===== src/rtl/core/tpeq_pkg.sv =====
`timescale 1ns / 1ps

package tpeq_pkg;

	// Ring and pin table sizes.
	localparam int RING_DEPTH = 32;
	localparam int PIN_COUNT  = 64;
	localparam int IDX_W      = $clog2(RING_DEPTH);
	localparam int CNT_W      = $clog2(RING_DEPTH + 1);

	// Operation codes.
	localparam logic OP_PUSH  = 1'b0;
	localparam logic OP_DRAIN = 1'b1;

	typedef struct packed {
		logic        op;
		logic [5:0]  pin;
		logic [63:0] edge_time;
		logic        edge_level;
		logic [31:0] edge_generation;
		logic [63:0] until_time;
	} in_item_t;

	typedef struct packed {
		logic        has_edge;
		logic [5:0]  out_pin;
		logic        out_level;
		logic [63:0] out_time;
		logic [5:0]  drained_total;
		logic [31:0] overflow_total;
		logic        last;
	} res_item_t;

	typedef enum logic [2:0] {
		ST_IDLE,
		ST_PG,
		ST_CANCEL,
		ST_STORE,
		ST_DRAIN,
		ST_FINISH
	} state_t;

	// Commands from the controller to the datapath.
	typedef struct packed {
		logic capture;
		logic cancel_step;
		logic store;
		logic drain_step;
		logic finish;
	} cmd_t;

	// Status from the datapath to the controller.
	typedef struct packed {
		logic is_drain;
		logic pin_ok;
		logic need_cancel;
		logic walk_done;
		logic drain_stall;
		logic out_busy;
	} sts_t;

	// Ring position of head plus offset, wrapped once.
	function automatic logic [IDX_W-1:0] ring_wrap(input logic [CNT_W:0] s);
		logic [CNT_W:0] r;
		r = (s >= (CNT_W+1)'(RING_DEPTH)) ? s - (CNT_W+1)'(RING_DEPTH) : s;
		return r[IDX_W-1:0];
	endfunction

endpackage


===== src/rtl/core/tpeq_ctrl.sv =====
`timescale 1ns / 1ps

module tpeq_ctrl
	import tpeq_pkg::*;
(
	input  logic clk,
	input  logic arst_n,
	input  logic in_valid,
	output logic in_ready,
	input  sts_t sts,
	output cmd_t cmd
);

	state_t state_q, state_d;

	// State register.
	always_ff @(posedge clk or negedge arst_n) begin
		if (!arst_n) begin
			state_q <= ST_IDLE;
		end else begin
			state_q <= state_d;
		end
	end

	// Next state and commands.
	always_comb begin
		state_d  = state_q;
		cmd      = '0;
		in_ready = 1'b0;
		unique case (state_q)
			ST_IDLE: begin
				in_ready = 1'b1;
				if (in_valid) begin
					cmd.capture = 1'b1;
					state_d     = ST_PG;
				end
			end
			ST_PG: begin
				// The captured item and the pin generation read are now at hand.
				if (sts.is_drain) begin
					state_d = ST_DRAIN;
				end else if (!sts.pin_ok) begin
					state_d = ST_IDLE;
				end else if (sts.need_cancel) begin
					state_d = ST_CANCEL;
				end else begin
					state_d = ST_STORE;
				end
			end
			ST_CANCEL: begin
				if (sts.walk_done) begin
					state_d = ST_STORE;
				end else begin
					cmd.cancel_step = 1'b1;
				end
			end
			ST_STORE: begin
				cmd.store = 1'b1;
				state_d   = ST_IDLE;
			end
			ST_DRAIN: begin
				if (sts.walk_done) begin
					state_d = ST_FINISH;
				end else if (!sts.drain_stall) begin
					cmd.drain_step = 1'b1;
				end
			end
			ST_FINISH: begin
				if (!sts.out_busy) begin
					cmd.finish = 1'b1;
					state_d    = ST_IDLE;
				end
			end
			default: begin
				state_d = ST_IDLE;
			end
		endcase
	end

endmodule


===== config.mk =====
export PLATFORM = sky130hd
export DESIGN_NAME = tpeq_ctrl
export DESIGN_NICKNAME = d
export VERILOG_FILES = /design/src/rtl/core/tpeq_pkg.sv /design/src/rtl/core/tpeq_ctrl.sv
export SDC_FILE = /design/constraint.sdc
export NUM_CORES = 1
export LEC_CHECK = 0
export BUFFER_PORTS_ARGS = -buffer_cell sky130_fd_sc_hd__buf_4
export CAP_MARGIN = 10
export CORE_AREA = 2 2 39 41
export DETAILED_ROUTE_END_ITERATION = 7
export DIE_AREA = 0 0 41 43
export PLACE_DENSITY_LB_ADDON = 0.05
export RECOVER_POWER = 25
export SLEW_MARGIN = 30
export SYNTH_ARGS = -nofsm -noshare
export SYNTH_HDL_FRONTEND = slang
export SYNTH_SLANG_ARGS = --single-unit

===== constraint.sdc =====
create_clock -name clk -period 1.75 [get_ports clk]
set_input_delay 0.175 -clock clk [delete_from_list [all_inputs] [get_ports clk]]
set_output_delay 0.175 -clock clk [all_outputs]
set_load 0.02 [all_outputs]

==> results by group <==
Synthesis
  – Mapped Avg Cell Area: 9.05 um2
  – Mapped Cells: 26
  – Synth top area share: roughly a third
  – Synth area leader: dfrtp_1
  – Synthesized area: roughly 240 um2
  – Sequential-to-total area share from yosys stat: 31.9%
  – Syn_nets: 35
  – Synth unique cells: 17
  – Largest cells by area after synthesis: dfrtp_1, nor4b_1, a21oi_1
  – #FFs+latches synth: 3
  – Synth Warn #: 0

Finish
  – Largest Register: state_q
  – Most common cell after layout, fill and taps aside: buf_4
  – Fill count: 155
  – Largest registers: state_q (3)
  – Most frequent cells in the layout: buf_4, a21oi_1, clkbuf_4, dfrtp_1
  – Inserted Diodes: 0
  – Share of layout cells above drive strength 1: 39.5%
  – Non-filler instance count after layout: 59
  – Max reg flops: 3
  – Final Net Count: 53
  – Area grow syn2layout: 60.6%

Detailed routing
  – Post-route ant nets: 0
  – Final wirelength: 672 um
  – Vias per cell: 4.31
  – Initial drt markers: 1
  – Vias: 254
  – Post-DR wirelength/cell: 11.4 um
  – Router iterations before antenna repair: 2
  – DRC viols: 0

Floorplan
  – Ports: 15
  – Die Height: 43 um
  – # rows: 14
  – Core Region: 1380 um2
  – DIE WIDTH: 41 um
  – Initial Util: 17.0%
  – DIE AREA: around 1800 um2

Clocking
  – Setup bufs post-CTS: 0
  – Clock sink count: 3
  – Root Buffer Master: clkbuf_4
  – H-tree Lvls: 1
  – Clock Path Buffers: 2
  – Worst-path clk slew: 0.04 ns
  – Worst-Skew Late Latency: 0.23 ns
  – TritonCTS clock tree: built
  – TritonCTS Buffers: 3

Timing
  – Final hold violations: 0
  – Worst Skew: 0.000166 ns
  – Setup tns final: 0 ns
  – Fin crit share: a little under nine tenths
  – Slew HR: 76.5%
  – Final setup viols: 0
  – Pin slew with the least headroom to its limit: between 0.3 and 0.4 ns
  – Max-slew violations: 0
  – RSZ-0062 raised after global routing: no
  – Peak Freq: 672 MHz
  – Post-route minimum period: between 1 and 1.5 ns

Placement
  – GPL Wtd Cong: 0.606
  – IO buf count: 14
  – HPWL Detailed: 531 um
  – Placed Cells incl. Taps: 54

Power
  – Cell Pwr Density: about 1500 nW/um2
  – VDD IR-drop max: 0.554 mV
  – Pleak: 0.163 nW
  – Tot Pwr: 0.000551 W

Global route
  – Pin count of the biggest net entering global routing: 13
  – Grt ovf: 0
  – First-pass GRT wire length: 1040 um
  – Initial antenna violation count: 0
  – Vias in the first global route: 240
  – Total Routing Usage GR: 9.44%

Worst setup path
  – Crit path cell chain: nor4b_1 > buf_4
  – Critical Path AT: between 1 and 1.5 ns
  – CP Max Fanout: 12
  – Critical path type: reg2out
  – Slowest stage delay, CP: roughly 0.49 ns
  – Crit. End Element: primary output
  – Critical path's slowest cell: dfrtp_1
  – Nature of the critical path startpoint: register
  – WP data required: between 1.5 and 2 ns

Min path
  – Worst hold path class: in2reg

Flow run
  – Max_cap viols: 0

Status
  – Status: finished clean
## kinds of logic (layout without fill, tap and decap cells)
| group | Yosys count | count (layout) | share of synthesized area, % |
|---|---|---|---|
| buffers and inverters | 3 | 20 | 7.98 |
| DFF | 3 | 3 | 31.9 |
| muxes | 1 | 1 | 4.26 |
| AOI/OAI and AO/OA | 6 | 6 | 14.4 |
| and+or+nand+nor | 13 | 13 | 41.5 |
## cell usage after synthesis
master,instances
nor4b_1,2
nor3b_1,2
nor4_1,1
mux2i_1,1
buf_6,1
o2bb2ai_1,1
nand2_1,1
o21ai_0,2
nor3_1,1
inv_1,1
dfrtp_1,3
nand2b_4,1
or3b_1,1
nand3b_1,2
and2_1,2
a21oi_1,3
clkbuf_1,1
## metrics by stage
stage	area (um2)	utilization, %	hold slack [ns]	setup slack, ns
6_report	378	27.3	0.230	0.262
5_1_grt	378	27.3	0.248	0.184
4_1_cts	382	27.6	0.234	0.234
3_5_place_dp	345	25.0	-0.0320	0.503
3_3_place_gp	345	25.0	-0.0338	0.495
2_1_floorplan	235	-	-0.121	0.189
## power breakdown
part           total, W  switching (W)  internal, W
clock network  0.000124      0.0000385    0.0000856
logic          0.000257       0.000123     0.000135
registers      0.000170      0.0000716    0.0000983
total          0.000551       0.000233     0.000318
## path summary, 6_finish.rpt
kind / startpoint / endpoint / slack [ns] / depth (start not counted)
min in group asynchronous: arst_n / state_q[0] / 0.27 / 2
max: state_q[2] / cmd[3] / 0.26 / 2
min: sts[5] / state_q[1] / 0.23 / 3
min reg2reg: state_q[1] / state_q[2] / 0.59 / 1
max reg2reg: state_q[1] / state_q[1] / 0.53 / 3
max in group asynchronous: arst_n / state_q[1] / 1.32 / 2
## layout make-up
class	instances	area, um2	share of cell area (%)
Sequential cell	3	75.1	19.9
Multi-Input combinational cell	20	141	37.4
Tap cell	16	20.0	5.30
Clock buffer	4	26.3	6.95
Inverter	1	3.75	0.993
Timing Repair Buffer	15	111	29.5
## worst max-delay path: cells and delay by family (launching register included)
kind | cells | cell delay, ns
AND/OR/NAND/NOR | 1 | 0.38
buffers and inverters | 1 | 0.21
flip-flops | 1 | 0.49
## routing by layer
metal  track usage (%)  part of all wire [%]  up-vias
met4              10.0                   2.8        0
met3              3.14                   4.9        2
met5                 0                     0        -
met2              12.5                    48       11
li1                  -                     -      128
met1              10.6                    44      113
## what timing repair did
| item | 4_1_cts | 5_1_grt |
|---|---|---|
| hold endpoints to repair | 3 | 0 |
| gates resized for setup | 0 | 0 |
| hold buffers | 1 | 0 |
No activity file was read; power rests on OpenSTA's default activity.
